### config.mk
export PLATFORM = sky130hd
export DESIGN_NAME = q2e_sqrt_cell
export DESIGN_NICKNAME = d
export VERILOG_FILES = /design/src/rtl/q2e_pkg.sv /design/src/rtl/q2e_sqrt_cell.sv
export SDC_FILE = /design/constraint.sdc
export NUM_CORES = 1
export LEC_CHECK = 0
export ABC_AREA = 1
export BUFFER_PORTS_ARGS = -buffer_cell sky130_fd_sc_hd__buf_4
export CAP_MARGIN = 5
export CORE_AREA = 2 2 237 239
export DETAILED_ROUTE_END_ITERATION = 12
export DIE_AREA = 0 0 239 241
export GPL_TIMING_DRIVEN = 0
export HOLD_SLACK_MARGIN = 0.08
export RECOVER_POWER = 100
export SYNTH_ARGS = -nofsm -noshare
export SYNTH_HDL_FRONTEND = slang
export SYNTH_SLANG_ARGS = --single-unit
### constraint.sdc
create_clock -name aclk -period 5.15 [get_ports aclk]
set_input_delay 0.515 -clock aclk [delete_from_list [all_inputs] [get_ports aclk]]
set_output_delay 0.515 -clock aclk [all_outputs]
set_load 0.005 [all_outputs]
### src/rtl/q2e_pkg.sv
// Shared types, constants and helper functions for the quaternion to Euler converter.
package q2e_pkg;

    // Datapath widths
    localparam int CW         = 36;  // CORDIC x/y lanes
    localparam int AW         = 20;  // angle accumulator, 2^-16 rad
    localparam int SW         = 32;  // clamped asin numerator
    localparam int NW         = 62;  // square root remainder / root
    localparam int SQRT_STEPS = 31;  // root bits for a radicand below 2^62

    localparam logic signed [AW-1:0] HALF_PI_Q16     = 20'sd102944;
    localparam logic signed [15:0]   HALF_PI_Q12     = 16'sd6434;
    localparam logic [15:0]          THRESHOLD_RESET = 16'd32702;

    typedef enum logic [1:0] {
        POLE_NONE  = 2'd0,
        POLE_NORTH = 2'd1,
        POLE_SOUTH = 2'd2
    } pole_t;

    typedef struct packed {
        logic signed [15:0] quat_x;
        logic signed [15:0] quat_y;
        logic signed [15:0] quat_z;
        logic signed [15:0] quat_w;
    } quat_t;

    typedef struct packed {
        logic signed [15:0] heading;
        logic signed [15:0] attitude;
        logic signed [15:0] bank;
        logic [1:0]         pole_case;
    } euler_t;

    // Payload riding along with the square root cells
    typedef struct packed {
        logic signed [SW-1:0] s;
        logic signed [CW-1:0] hy;
        logic signed [CW-1:0] hx;
        logic signed [CW-1:0] by;
        logic signed [CW-1:0] bx;
        pole_t                pc;
        logic                 zero;
    } side_t;

    // One CORDIC lane
    typedef struct packed {
        logic signed [CW-1:0] x;
        logic signed [CW-1:0] y;
        logic signed [AW-1:0] acc;
        logic                 zero;
    } vec_t;

    typedef struct packed {
        pole_t pc;
        logic  zero;
    } tag_t;

    // atan(2^-i) in units of 2^-16 rad
    function automatic logic signed [AW-1:0] atan_q16(input int idx);
        case (idx)
            0:  return 20'sd51472;
            1:  return 20'sd30385;
            2:  return 20'sd16055;
            3:  return 20'sd8150;
            4:  return 20'sd4091;
            5:  return 20'sd2047;
            6:  return 20'sd1024;
            7:  return 20'sd512;
            8:  return 20'sd256;
            9:  return 20'sd128;
            10: return 20'sd64;
            11: return 20'sd32;
            12: return 20'sd16;
            13: return 20'sd8;
            14: return 20'sd4;
            15: return 20'sd2;
            16: return 20'sd1;
            default: return '0;
        endcase
    endfunction

    // Quadrant pre-rotation into the right half plane
    function automatic vec_t prerotate(input logic signed [CW-1:0] vy,
                                       input logic signed [CW-1:0] vx);
        vec_t v;
        v.zero = (vx == '0) && (vy == '0);
        v.x    = vx;
        v.y    = vy;
        v.acc  = '0;
        if (vx < 0) begin
            if (vy >= 0) begin
                v.x   = vy;
                v.y   = -vx;
                v.acc = HALF_PI_Q16;
            end else begin
                v.x   = -vy;
                v.y   = vx;
                v.acc = -HALF_PI_Q16;
            end
        end
        return v;
    endfunction

    // Q.16 to Q4.12, half away from zero
    function automatic logic signed [21:0] round_q12(input logic signed [21:0] v);
        logic signed [21:0] m;
        if (v >= 0) begin
            return (v + 22'sd8) >>> 4;
        end else begin
            m = -v;
            m = (m + 22'sd8) >>> 4;
            return -m;
        end
    endfunction

    function automatic logic signed [15:0] sat16(input logic signed [21:0] v);
        if (v > 22'sd32767) return 16'sh7fff;
        if (v < -22'sd32768) return 16'sh8000;
        return v[15:0];
    endfunction

endpackage

### src/rtl/q2e_sqrt_cell.sv
// One cell of the pipelined integer square root: resolves one root bit.
module q2e_sqrt_cell #(
    parameter int K = 0
) (
    input  logic                      aclk,
    input  logic                      en,
    input  logic [q2e_pkg::NW-1:0]    n_in,
    input  logic [q2e_pkg::NW-1:0]    r_in,
    input  q2e_pkg::side_t            side_in,
    output logic [q2e_pkg::NW-1:0]    n_out,
    output logic [q2e_pkg::NW-1:0]    r_out,
    output q2e_pkg::side_t            side_out
);

    localparam logic [q2e_pkg::NW-1:0] BIT_VAL = q2e_pkg::NW'(1) << (2 * K);

    logic [q2e_pkg::NW-1:0] n_reg, n_next;
    logic [q2e_pkg::NW-1:0] r_reg, r_next;
    q2e_pkg::side_t         side_reg;
    logic [q2e_pkg::NW-1:0] trial;

    // trial subtract of the next root bit
    always_comb begin
        trial  = r_in + BIT_VAL;
        n_next = n_in;
        r_next = r_in >> 1;
        if (n_in >= trial) begin
            n_next = n_in - trial;
            r_next = (r_in >> 1) + BIT_VAL;
        end
    end

    always_ff @(posedge aclk) begin
        if (en) begin
            n_reg    <= n_next;
            r_reg    <= r_next;
            side_reg <= side_in;
        end
    end

    assign n_out    = n_reg;
    assign r_out    = r_reg;
    assign side_out = side_reg;

endmodule

==> metrics.md <==
| Metric | Value |
|---|---|
| Max_cap viols | 1 |
| Pleak | 12.0 nW |
| Area of the mapped netlist | 0.0192 mm2 |
| Final hold violation count | 0 |
| WHS Path Cells | 1 |
| Fin. max-slew vios | a little over 80 |
| Final hold slack | roughly 0.14 ns |
| Std-Cell Rows | 86 |
| Final WS setup | -0.0845 ns |
| Cts repair resizes | 7 |
| # setup viols final | 8 |
| Htree depth | 2 |
| CTS tree | yes |
| Clock Tree Buf Depth | 3 |
| Switch share | 31.6% |
| Antenna violations before repair | 19 |
| Worst-margin pin slew | 4.69 ns |
| Clock Sinks | 303 |
| Peak VDD IR | 0.219 mV |
| Vias per cell | 5.03 |
| Failing checks | capacitance limit, slew limit, setup timing |
| Largest net degree at the start of global routing | ~120 |
| Drt first pass iters | 5 |
| Worst Path Class, Setup | in -> reg |
| GP Congestion | ~1.1 |
| Total die area | 0.0576 mm2 |
| Worst path slowest cell | nor4_1 |
| Fmax | 0.191 GHz |
| Commonest non-fill, non-tap cell in the layout | nand2_1 |
| Global-route wire length before repair | 137000 um |
| Critical Path AT | 5.56 ns |
| Area grow syn2layout | 31.0% |
| Share of total power in combinational logic | 24.0% |
| Fin nets | 3463 |
| Final period utilization | 102% |
| Tmin final | ~5.2 ns |
| Congestion Overflow GR | 0 |
| Clk pin slew, worst setup/hold paths | around 0.06 ns |
| Crit-path cells | buf_4 -> nand2_1 -> nor2_1 -> nor3b_1 -> nand3_1 -> nor4_1 -> xor2_1 -> ha_1 -> nand2_1 -> nor2_2 -> nand3_1 -> nor2_1 -> nand2_1 -> nand3_2 -> nor2_4 -> nand2_8 -> buf_6 -> clkbuf_2 -> nand2_1 -> o21ai_0 |
| Initial drt markers | about 1500 |
| Number of buffers created by CTS | 37 |
| Post-route ant nets | 0 |
| Worst relative slew slack | -213% |
| Crit-path max FO | 10 |
| Yosys warns | 0 |
| Seq cells post-synth | 303 |
| Syn Inst Count | 2447 |
| Die height | 241 um |
| Power Total | 7.48 mW |
| Port bufs | 605 |
| DR WL/cell | 26.5 um |
| Share of cells above drive strength 1 | around 17% |
| Core ar. | roughly 0.055 mm2 |
| Post-synthesis sequential area ratio | 47.5% |
| Hpwl dp | 87600 um |
| Boundary Pins | about 610 |
| Setup bufs post-CTS | 0 |
| Vias post-DR | 19300 |
| Initial Utilization | a little over a third |
| Placed cell count | between 3000 and 4000 |
| Syn nets | roughly 2800 |
| Clk pwr share | 34.3% |
| Yosys cell types | 36 |
| CTS root buffer | clkbuf_16 |
| Total Routed Length | 101000 um |
| Hold WC Path Type | in -> reg |
| Sequential share of power | 41.7% |
| Hold-fix buffers at CTS | 0 |
| Most frequent cells in the layout | nand2_1 (936), inv_1 (431), edfxtp_1 (303), clkbuf_4 (280), clkbuf_1 (217) |
| P_sw | 2.36 mW |
| DRC viols | 0 |
| CP required | 5.47 ns |
| Die Wd | 239 um |
| Most frequent cell on the critical path | nand2_1 |
| All-Layer GR Usage | 34.3% |
| Mean post-synth cell area | just under 8 um2 |
| Vias in the first global route | between 15000 and 20000 |
| Post-Layout Cell Count | 3830 |
| RSZ-0062 raised after global routing | false |
| Startpoint types | primary input |
| Status | finished with violations |
| Crit. End Element | flop |
| Internal | 5.12 mW |
| PD cells | 298 mW/mm2 |
| Crit-path max cell delay | 0.83 ns |
[power by group through the flow]
stage               registers, mW  logic, mW  clock network, mW
detailed placement           3.17       1.92                  0
global route                 3.14       1.94               2.69
global placement             3.18       1.90                  0
floorplan                    3.17      0.757                  0
CTS                          3.12       1.93               2.61
finish                       3.12       1.80               2.56
[critical path: cells and delay by family]
family | cells | cell delay, ns
fa+ha+maj | 1 | 0.52
buf+inv | 3 | 0.63
compound gates | 1 | 0.19
xor+xnor | 1 | 0.37
simple gates | 14 | 3.29
[worst paths after layout]
check / end / slack, ns / start
worst min-delay path: side_out[9] / 0.14 / side_in[9]
worst max-delay path: r_out[36] / -0.08 / r_in[42]
[state kept, by name (all words and copies together) (netlist names)]
name and cells:
side_out 179, n_out 62, r_out 62
[Yosys cell counts]
master / number / area, um2
nand2_2: 4 / 25.0
clkbuf_1: 9 / 33.8
and2_1: 6 / 37.5
o21bai_1: 1 / 7.51
edfxtp_1: 303 / 9100
a21oi_1: 38 / 190
nand3_1: 123 / 616
inv_2: 10 / 37.5
nor3_2: 2 / 20.0
xor2_1: 141 / 1230
buf_2: 1 / 5.00
buf_4: 13 / 97.6
nor2_2: 10 / 62.6
nor2_1: 174 / 653
nand3b_1: 9 / 67.6
fa_1: 1 / 20.0
nand2_1: 937 / 3520
nor3_4: 1 / 16.3
o211ai_1: 1 / 7.51
nand3_2: 2 / 20.0
ha_1: 64 / 801
nor2_4: 3 / 33.8
and3_1: 2 / 12.5
o21ai_1: 4 / 20.0
nand4_1: 30 / 188
buf_6: 5 / 56.3
o21ai_0: 60 / 300
nand2_8: 1 / 20.0
xnor2_1: 4 / 35.0
nor4_1: 7 / 43.8
nor2b_1: 1 / 6.26
a21oi_2: 1 / 8.76
inv_1: 431 / 1620
nor3_1: 45 / 225
or2_2: 1 / 6.26
nor3b_1: 2 / 15.0
[per-layer routing]
metal | wire [um] | share of wire (%) | global-route usage (%)
met1 | 41100 | 40 | 42.8
met2 | 48100 | 47 | 57.6
met3 | 7900 | 7.8 | 7.69
met4 | 4230 | 4.2 | 13.4
met5 | 170 | 0.17 | 0
[cell families (layout without fill, tap and decap cells)]
group,Yosys count,after routing,synth area share (%)
and+or+nand+nor,1360,1360,29.2
buffers and inverters,469,1144,9.65
DFF,303,303,47.5
xor gates and xnor gates,145,145,6.63
AOI/OAI and AO/OA,105,105,2.79
adders and majority gates,65,65,4.28
other,0,4,0
[area by class of cell]
cell class                 count  area (um2)
antenna                        4        10.0
buffer                        28         186
clock buffer                  45         977
clock inverter                23         193
fill                        5751       29800
inverter                     441        1660
multi-input combinational   1675        8270
sequential                   303        9100
tap                          704         881
timing repair buffer         607        3820
[through the flow]
| stage | util (%) | area [um2] | setup WS (ns) | TNS [ns] |
|---|---|---|---|---|
| after global routing | 45.7 | 25100 | 0.0124 | 0 |
| after global placement | 44.8 | 24600 | -1.04 | -102.55 |
| after CTS | 47.1 | 25800 | 0.0794 | 0 |
| final | 45.7 | 25100 | -0.0845 | -0.378 |
| after detailed placement | 44.9 | 24600 | -0.980 | -98.80 |
| after floorplan | - | 19200 | 1.51 | 0 |
Power figures use the tool's default switching activity.
