===== config.mk =====
export PLATFORM = sky130hd
export DESIGN_NAME = q2e_cordic_cell
export DESIGN_NICKNAME = d
export VERILOG_FILES = /design/src/rtl/q2e_pkg.sv /design/src/rtl/q2e_cordic_cell.sv
export SDC_FILE = /design/constraint.sdc
export NUM_CORES = 1
export LEC_CHECK = 0
export ABC_AREA = 1
export ABC_CLOCK_PERIOD_IN_PS = 5700
export BUFFER_PORTS_ARGS = -buffer_cell sky130_fd_sc_hd__buf_2
export CAP_MARGIN = 20
export CORE_UTILIZATION = 30
export CTS_CLUSTER_SIZE = 30
export DETAILED_ROUTE_END_ITERATION = 10
export SLEW_MARGIN = 40
export SYNTH_ARGS = -nofsm -noshare
export SYNTH_HDL_FRONTEND = slang
export SYNTH_SLANG_ARGS = --single-unit

===== constraint.sdc =====
create_clock -name aclk -period 5.7 [get_ports aclk]
set_clock_uncertainty 0.05 [all_clocks]
set_input_delay 1.14 -clock aclk [delete_from_list [all_inputs] [get_ports aclk]]
set_output_delay 1.14 -clock aclk [all_outputs]
set_load 0.005 [all_outputs]

===== src/rtl/q2e_pkg.sv =====
// Shared types, constants and helper functions for the quaternion to Euler converter.
package q2e_pkg;

    // Datapath widths
    localparam int CW         = 36;  // CORDIC x/y lanes
    localparam int AW         = 20;  // angle accumulator, 2^-16 rad
    localparam int SW         = 32;  // clamped asin numerator
    localparam int NW         = 62;  // square root remainder / root
    localparam int SQRT_STEPS = 31;  // root bits for a radicand below 2^62

    localparam logic signed [AW-1:0] HALF_PI_Q16     = 20'sd102944;
    localparam logic signed [15:0]   HALF_PI_Q12     = 16'sd6434;
    localparam logic [15:0]          THRESHOLD_RESET = 16'd32702;

    typedef enum logic [1:0] {
        POLE_NONE  = 2'd0,
        POLE_NORTH = 2'd1,
        POLE_SOUTH = 2'd2
    } pole_t;

    typedef struct packed {
        logic signed [15:0] quat_x;
        logic signed [15:0] quat_y;
        logic signed [15:0] quat_z;
        logic signed [15:0] quat_w;
    } quat_t;

    typedef struct packed {
        logic signed [15:0] heading;
        logic signed [15:0] attitude;
        logic signed [15:0] bank;
        logic [1:0]         pole_case;
    } euler_t;

    // Payload riding along with the square root cells
    typedef struct packed {
        logic signed [SW-1:0] s;
        logic signed [CW-1:0] hy;
        logic signed [CW-1:0] hx;
        logic signed [CW-1:0] by;
        logic signed [CW-1:0] bx;
        pole_t                pc;
        logic                 zero;
    } side_t;

    // One CORDIC lane
    typedef struct packed {
        logic signed [CW-1:0] x;
        logic signed [CW-1:0] y;
        logic signed [AW-1:0] acc;
        logic                 zero;
    } vec_t;

    typedef struct packed {
        pole_t pc;
        logic  zero;
    } tag_t;

    // atan(2^-i) in units of 2^-16 rad
    function automatic logic signed [AW-1:0] atan_q16(input int idx);
        case (idx)
            0:  return 20'sd51472;
            1:  return 20'sd30385;
            2:  return 20'sd16055;
            3:  return 20'sd8150;
            4:  return 20'sd4091;
            5:  return 20'sd2047;
            6:  return 20'sd1024;
            7:  return 20'sd512;
            8:  return 20'sd256;
            9:  return 20'sd128;
            10: return 20'sd64;
            11: return 20'sd32;
            12: return 20'sd16;
            13: return 20'sd8;
            14: return 20'sd4;
            15: return 20'sd2;
            16: return 20'sd1;
            default: return '0;
        endcase
    endfunction

    // Quadrant pre-rotation into the right half plane
    function automatic vec_t prerotate(input logic signed [CW-1:0] vy,
                                       input logic signed [CW-1:0] vx);
        vec_t v;
        v.zero = (vx == '0) && (vy == '0);
        v.x    = vx;
        v.y    = vy;
        v.acc  = '0;
        if (vx < 0) begin
            if (vy >= 0) begin
                v.x   = vy;
                v.y   = -vx;
                v.acc = HALF_PI_Q16;
            end else begin
                v.x   = -vy;
                v.y   = vx;
                v.acc = -HALF_PI_Q16;
            end
        end
        return v;
    endfunction

    // Q.16 to Q4.12, half away from zero
    function automatic logic signed [21:0] round_q12(input logic signed [21:0] v);
        logic signed [21:0] m;
        if (v >= 0) begin
            return (v + 22'sd8) >>> 4;
        end else begin
            m = -v;
            m = (m + 22'sd8) >>> 4;
            return -m;
        end
    endfunction

    function automatic logic signed [15:0] sat16(input logic signed [21:0] v);
        if (v > 22'sd32767) return 16'sh7fff;
        if (v < -22'sd32768) return 16'sh8000;
        return v[15:0];
    endfunction

endpackage


===== src/rtl/q2e_cordic_cell.sv =====
// One vectoring CORDIC micro-rotation with its angle accumulator.
module q2e_cordic_cell #(
    parameter int STEP = 0
) (
    input  logic           aclk,
    input  logic           en,
    input  q2e_pkg::vec_t  v_in,
    output q2e_pkg::vec_t  v_out
);

    localparam logic signed [q2e_pkg::AW-1:0] ANGLE = q2e_pkg::atan_q16(STEP);

    q2e_pkg::vec_t v_reg, v_next;
    logic signed [q2e_pkg::CW-1:0] dx, dy;

    // rotate toward the x axis
    always_comb begin
        dx     = v_in.y >>> STEP;
        dy     = v_in.x >>> STEP;
        v_next = v_in;
        if (v_in.y > 0) begin
            v_next.x   = v_in.x + dx;
            v_next.y   = v_in.y - dy;
            v_next.acc = v_in.acc + ANGLE;
        end else begin
            v_next.x   = v_in.x - dx;
            v_next.y   = v_in.y + dy;
            v_next.acc = v_in.acc - ANGLE;
        end
    end

    always_ff @(posedge aclk) begin
        if (en) begin
            v_reg <= v_next;
        end
    end

    assign v_out = v_reg;

endmodule


==> metrics.md, run 1 <==
| Metric | Value |
|---|---|
| Status | `finished clean` |
| Avg WL per Cell | `17.9 µm` |
| IO Port Bufs | `187` |
| M2 GR Usage | `34.7%` |
| Critical path required time | `~5800 ps` |
| Die Ht | `roughly 200 µm` |
| Hold Path Class | `primary input to flop` |
| #FFs+latches synth | `92` |
| Starting Density | `30.4%` |
| EDFF count, synth | `92` |
| Final worst path period share | `70.6%` |
| CTS tree | `done` |
| Clk pin slew, worst setup/hold paths | `roughly 70 ps` |
| Die footprint | `39000 µm²` |
| Die width | `between 150 and 200 µm` |
| N_diodes | `0` |
| DR pass1 iterations | `6` |
| Slew HR | `47.0%` |
| Filler cells | `4261` |
| Pin count of the biggest net entering global routing | `73` |
| Ys Warns | `0` |
| Area Overhead vs Synth | `13.9%` |
| Final hold violations | `0` |
| GRT busiest layer | `met2` |
| LEAKAGE | `6.83 nW` |
| Antenna violations before repair | `0` |
| Fin util | `34.7%` |
| DRT antenna net count | `0` |
| Worst setup EP type | `flop` |
| Drt via density | `4.91` |
| RSZ-0062 raised after global routing | `false` |
| Vias in the first global route | `roughly 12k` |
| Fmax | `around 250 MHz` |
| Final setup viols | `0` |
| Pwr dens | `between 200 and 250 nW/µm²` |
| Hold buffers post-CTS | `0` |
| Row count | `71` |
| Setup TNS | `0 ps` |
| Pins Over Slew Limit | `0` |
| CTS HTree Levels | `3` |
| Global route total overflow | `0` |
| Post-CTS Setup Bufs | `0` |
| Share of cells above drive strength 1 | `12.1%` |
| Tmin final | `between 4000 and 5000 ps` |
| Cell Area, Synth | `about 11000 µm²` |
| Worst-Margin Slew | `795 ps` |
| Gpl congestion | `roughly 0.98` |
| IO Pins | `between 150 and 200` |
| Routed WL | `44.1 mm` |
| Count of different cell masters after synthesis | `38` |
| Post-synth ARST share | `0%` |
| VDD IR max | `roughly 0.15 mV` |
| # Max-Cap Violations | `0` |
| CTS Buffer Depth | `2` |
| Cells after Synth | `about 1.8k` |
| GRT Util Overall | `roughly 23%` |
| Grt met3 use | `roughly 2.7%` |
| Clk root buf | `clkbuf_16` |
| Via count | `~12k` |
| Hpwl dp | `37.9 mm` |
| DRC viols | `0` |
| Number of DRC markers in iteration 0 | `1026` |
| Core area | `between 30000 and 40000 µm²` |
| Post-cts resize count | `0` |
| Nets | `around 2.2k` |
| First-pass GRT wire length | `66.3 mm` |
| Syn avg cell area | `6.38 µm²` |
| Synth Flop Type | `edfxtp_1` |
| Register area share after synthesis | `24.1%` |
| Startpoint types | `primary input` |
| CTS sink count | `a little over 90` |
| Critical path arrival | `4090 ps` |
| Num CTS Buffers | `9` |
| Max FO, Critical Path | `15` |
| Met1 GRT Util | `32.7%` |
| Worst setup path class | `primary input to flop` |
| Syn nets | `approximately 2.0k` |
| Max reg flops | `92` |
layer usage:
metal / up-vias / part of all wire, %
met5: - / 0
met4: 0 / 2.5
met3: 46 / 7.1
met2: 456 / 42
met1: 5589 / 48
li1: 6035 / -
cells by family after synthesis:
family / Yosys count / share of synthesized area, %
AOI/OAI and AO/OA: 253 / 11.7
xor gates and xnor gates: 55 / 4.20
buffers and inverters: 338 / 12.2
DFF: 92 / 24.1
adders and majority gates: 123 / 13.7
and+or+nand+nor: 936 / 34.1
report_power, final:
group	internal, mW	switching [mW]
logic	0.377	0.802
registers	0.875	0.0284
clock network	0.342	0.281
total	1.59	1.11
critical path: stages:
cell	delay (ps)
buf_2	120
inv_1	80
nand4_1	260
nor3_1	250
nand4_1	200
nand2_2	360
inv_2	200
fa_1	450
o21ai_0	300
a21oi_1	210
o21bai_1	260
nand3_1	100
nand2_1	80
xor2_1	60
area by class of cell:
class                   count  area (µm²)  area share [%]
clock inverters             5        61.3           0.470
clock buffers              11         233            1.78
inverters                 292        1100            8.40
well taps                 511         639            4.90
repair buffers            190         961            7.36
multi-input cells        1367        7300            55.9
flip-flops and latches     92        2760            21.2
synthesized netlist by cell type (8+ instances only):
master	number	share of area, %
a21oi_1	126	5.5
buf_2	14	0.61
buf_4	23	1.5
edfxtp_1	92	24
ha_1	119	13
inv_1	289	9.5
nand2_1	557	18
nand2_2	8	0.44
nand3_1	162	7.1
nand4_1	22	1.2
nor2_1	152	5.0
o21ai_0	95	4.1
o21bai_1	22	1.4
xor2_1	50	3.8
through the flow:
step           setup WS [ps]  cell area, µm²  std cells  hold slack [ps]  total power [mW]
2_1_floorplan           2110           11500       1797             1190              1.63
3_3_place_gp            1440           12800       2452             1270              2.07
3_5_place_dp            1280           12800       2452             1270              2.08
4_1_cts                 1680           13100       2468              875              2.71
5_1_grt                 1440           13100       2468              895              2.87
6_report                1680           13100       2468              900              2.70
path summary, 6_finish.rpt:
| check | start | to | slack [ps] | cells past startpoint |
|---|---|---|---|---|
| max | v_in[51] | v_out[17] | 1680 | 14 |
| min | v_in[2] | v_out[2] | 900 | 1 |
cells in the final DEF, fill, tap and decap left out:
cell type / n
xor2_1: 50
inv_1: 288
buf_2: 186
nor3_2: 2
ha_1: 119
nand2_1: 556
a21boi_0: 1
clkbuf_16: 9
nand2_2: 9
a21oi_1: 126
a21o_1: 3
a21oi_2: 1
o21ai_0: 95
and2_1: 5
o21ai_2: 2
and2_0: 1
or2_1: 1
fa_1: 4
o21ai_1: 2
nor3_1: 7
nand4_1: 22
xnor2_1: 5
nand3_2: 3
nand3_1: 162
inv_6: 1
nor2_4: 2
buf_4: 4
nor2_1: 152
nor4_1: 2
edfxtp_1: 92
o21bai_1: 22
clkinvlp_4: 3
bufinv_16: 1
inv_2: 4
a31oi_1: 1
nor2_2: 6
or2_2: 2
clkbuf_1: 2
and2_2: 1
nand3b_1: 3
Note: power is estimated with default switching activity, not from simulation.
==> run 2, diff against run 1 <==
--- a/config.mk
+++ b/config.mk
@@ -5,8 +5,8 @@
 export SDC_FILE = /design/constraint.sdc
 export NUM_CORES = 1
 export LEC_CHECK = 0
-export ABC_AREA = 1
-export ABC_CLOCK_PERIOD_IN_PS = 5700
+export ABC_AREA = 0
+export ABC_CLOCK_PERIOD_IN_PS = 3900
 export BUFFER_PORTS_ARGS = -buffer_cell sky130_fd_sc_hd__buf_2
 export CAP_MARGIN = 20
 export CORE_UTILIZATION = 30
==> constraint.sdc (replaced) <==
create_clock -name aclk -period 3.9 [get_ports aclk]
set_clock_uncertainty 0.05 [all_clocks]
set_input_delay 0.78 -clock aclk [delete_from_list [all_inputs] [get_ports aclk]]
set_output_delay 0.78 -clock aclk [all_outputs]
set_load 0.005 [all_outputs]
==> metrics.md, run 2 <==
| Metric | Value |
|---|---|
| Register area | `2760 µm² (unchanged)` |
| # Max-Cap Violations | `0 (unchanged)` |
| Pins Over Slew Limit | `0 (unchanged)` |
| Tmin final | `~3700 ps` |
| RSZ-0062 raised after global routing | `false` |
| Worst-Margin Slew | `765 ps (-30.0 ps)` |
| Critical path arrival | `3810 ps (-280 ps)` |
| Clk pin slew, worst setup/hold paths | `70 ps (about the same)` |
| Clk root buf | `clkbuf_16` |
| DR pass1 iterations | `5 (-1)` |
| Comb pwr share | `42.1% (-1.5 points)` |
| Synth top area share | `28.9% (+4.8 points)` |
| Syn avg cell area | `8.42 µm² (+32%)` |
| CTS HTree Levels | `3 (unchanged)` |
| Via count | `9454 (-22%)` |
| Cell Area, Synth | `9540 µm² (-17%)` |
| CTS Buffer Depth | `2 (unchanged)` |
| CTS tree | `done` |
| Cell Count, Final, Fillers Out | `1822 (-26%)` |
| Final setup viols | `0 (unchanged)` |
| Crit-path cells | `buf_2 > nor4_4 > buf_4 > nand4_1 > nor2_1 > a41o_2 > buf_4 > ha_1 > nor2b_1 > o21ai_1 > a21boi_1 > o211ai_1 > a21oi_1 > nor3_1 > o41ai_2 > a21oi_1 > xnor2_1` |
| CP max stage delay | `350 ps (-100 ps)` |
| Cells after Synth | `1133 (-37%)` |
| Post-synth ARST share | `0% (unchanged)` |
| Hold Path Class | `primary input to flop` |
| Gpl congestion | `0.908 (-7.7%)` |
| Hpwl dp | `26.1 mm (-31%)` |
| IO Port Bufs | `187 (unchanged)` |
| VDD IR max | `0.227 mV (+54%)` |
| Post-layout worst setup margin | `170 ps (-1510 ps)` |
| Pwr dens | `317 nW/µm² (+53%)` |
| Drt via density | `5.19 (+5.6%)` |
| IO Pins | `188 (unchanged)` |
| EDFF count, synth | `92 (unchanged)` |
| Antenna violations before repair | `1 (+1)` |
| Starting Density | `30.9% (+0.44 points)` |
| Largest area contributor in the netlist | `edfxtp_1` |
| Syn nets | `1351 (-33%)` |
| Max reg flops | `92 (unchanged)` |
| Flop pwr share | `35.2% (+1.8 points)` |
| Pin count of the biggest net entering global routing | `93 (+27%)` |
| Avg WL per Cell | `17.8 µm (-0.30%)` |
| Top delay family on crit path | `compound AO/OA/AOI/OAI gates` |
| Fmax | `268 MHz` |
| Worst setup EP type | `flop` |
| Top-count cell post-synth | `a21oi_1` |
| Slew HR | `49.0% (+2.0 points)` |
| Startpoint types | `primary input` |
| Final hold violations | `0 (unchanged)` |
| Ys Warns | `0 (unchanged)` |
| Most frequent cells in the layout | `buf_2 (186), a21oi_1 (139), buf_4 (135)` |
| Die footprint | `32500 µm² (-17%)` |
| Worst slack, placed | `-433 ps (-1720 ps)` |
| Register area share after synthesis | `28.9% (+4.8 points)` |
| Sw frac | `36.3% (-4.8 points)` |
| Synth Flop Type | `edfxtp_1` |
| Synth area leaders | `edfxtp_1 (29%), ha_1 (16%), a21oi_1 (7.3%)` |
| Psw | `1.39 mW (+25%)` |
| Worst setup path class | `primary input to flop` |
| CTS sink count | `92 (unchanged)` |
| GRT Util Overall | `19.7% (-3.0 points)` |
| Most frequent cells after synthesis | `a21oi_1 (140), ha_1 (119), nor2_1 (105)` |
| N_diodes | `0 (unchanged)` |
| DRT antenna net count | `0 (unchanged)` |
| Status | `finished clean` |
| Internal Pwr Total | `2.45 mW (+54%)` |
| Die Ht | `180 µm (-8.7%)` |
| CP max-delay cell | `nor4_4` |
| Max FO, Critical Path | `9 (-6)` |
| Nets | `1639 (-24%)` |
| Routed WL | `32.5 mm (-26%)` |
| Critical path required time | `3980 ps (-1790 ps)` |
| Multi-input combinational cell area | `6200 µm² (-15%)` |
| Row count | `64 (-9.9%)` |
| Share of cells above drive strength 1 | `25.2% (+13 points)` |
| Most common cell after layout, fill and taps aside | `buf_2` |
| Area Overhead vs Synth | `26.8%` |
| Clock power frac | `22.7% (-0.3 points)` |
| Core area | `30900 µm² (-18%)` |
| LEAKAGE | `5.62 nW (-18%)` |
| Global route total overflow | `0 (unchanged)` |
| Filler cells | `3183 (-25%)` |
| Post-CTS Setup Bufs | `0 (unchanged)` |
| Placed cells | `1806 (-26%)` |
| Num CTS Buffers | `9 (unchanged)` |
| First-pass GRT wire length | `49.9 mm (-25%)` |
| Number of DRC markers in iteration 0 | `744 (-27%)` |
| Count of different cell masters after synthesis | `72 (+89%)` |
| Final worst path period share | `95.6%` |
| Vias in the first global route | `9115 (-21%)` |
| Number of buffers and inverters on the critical path | `3 (unchanged)` |
| Die width | `180 µm (-8.7%)` |
| #FFs+latches synth | `92 (unchanged)` |
| DRC viols | `0 (unchanged)` |
## run 2: cell types whose count changed after synthesis, moves of 17 or more
cell,before,now
o21ai_0,95,60
inv_1,289,104
nand2_1,557,71
buf_4,23,2
nand2b_1,0,17
nor2_1,152,105
o31ai_1,0,17
xnor2_1,5,66
a21o_1,3,31
o21a_1,0,18
xor2_1,50,17
nand3_1,162,17
## run 2: per-stage QoR
step           cell area (µm²)  power, mW  utilization [%]  setup TNS [ps]  hold WS (ps)
3_3_place_gp             11800       2.96             38.2           -1500           912
6_report                 12100       3.84             39.2               0           521
5_1_grt                  12100       4.07             39.2               0           504
2_1_floorplan             9560       2.27                -           -15.1           829
3_5_place_dp             11800       2.97             38.2           -1510           909
4_1_cts                  12100       3.87             39.1               0           501
## run 2: final cells by class
type / instances / share of cell area (%)
Inverter: 107 / 3.32
Sequential cell: 92 / 22.8
Clock inverter: 7 / 0.424
Tap cell: 396 / 4.09
Timing Repair Buffer: 322 / 16.2
Clock buffer: 9 / 1.86
Multi-Input combinational cell: 889 / 51.2
## run 2: worst paths after layout
| check | start | end | slack (ps) | cells after the start |
|---|---|---|---|---|
| setup / recovery | v_in[53] | v_out[19] | 170 | 17 |
| hold / removal | v_in[1] | v_out[1] | 520 | 1 |
## run 2: metal layers
metal  vias up  share of wire, %  GRT usage [%]
li1       4625                 -              -
met1      4406                45           25.9
met2       370                45           32.1
met3        51               7.0           4.26
met4         2               2.4           6.26
met5         -             0.031              0
## run 2: power groups by stage
| stage | clock [mW] | combinational [mW] | sequential (mW) |
|---|---|---|---|
| after floorplan | 0 | 0.879 | 1.39 |
| after global placement | 0 | 1.59 | 1.38 |
| after detailed placement | 0 | 1.59 | 1.37 |
| after CTS | 0.905 | 1.61 | 1.35 |
| after global routing | 0.935 | 1.77 | 1.37 |
| final | 0.873 | 1.62 | 1.35 |
## run 2: cell families (layout without fill, tap and decap cells)
logic type                 Yosys count  after routing  synth area share, %
AOI/OAI and AO/OA                  382            382                 25.6
xor gates and xnor gates            83             83                 7.62
adders and majority gates          123            123                 16.4
buffers and inverters              152            445                 6.38
DFF                                 92             92                 28.9
muxes                                8              8                0.839
and+or+nand+nor                    293            293                 14.2
## run 2: timing repair
item | in CTS | in global routing
hold buffers | 0 | 0
setup endpoints to repair | 1 | 2
resized for setup | 1 | 4
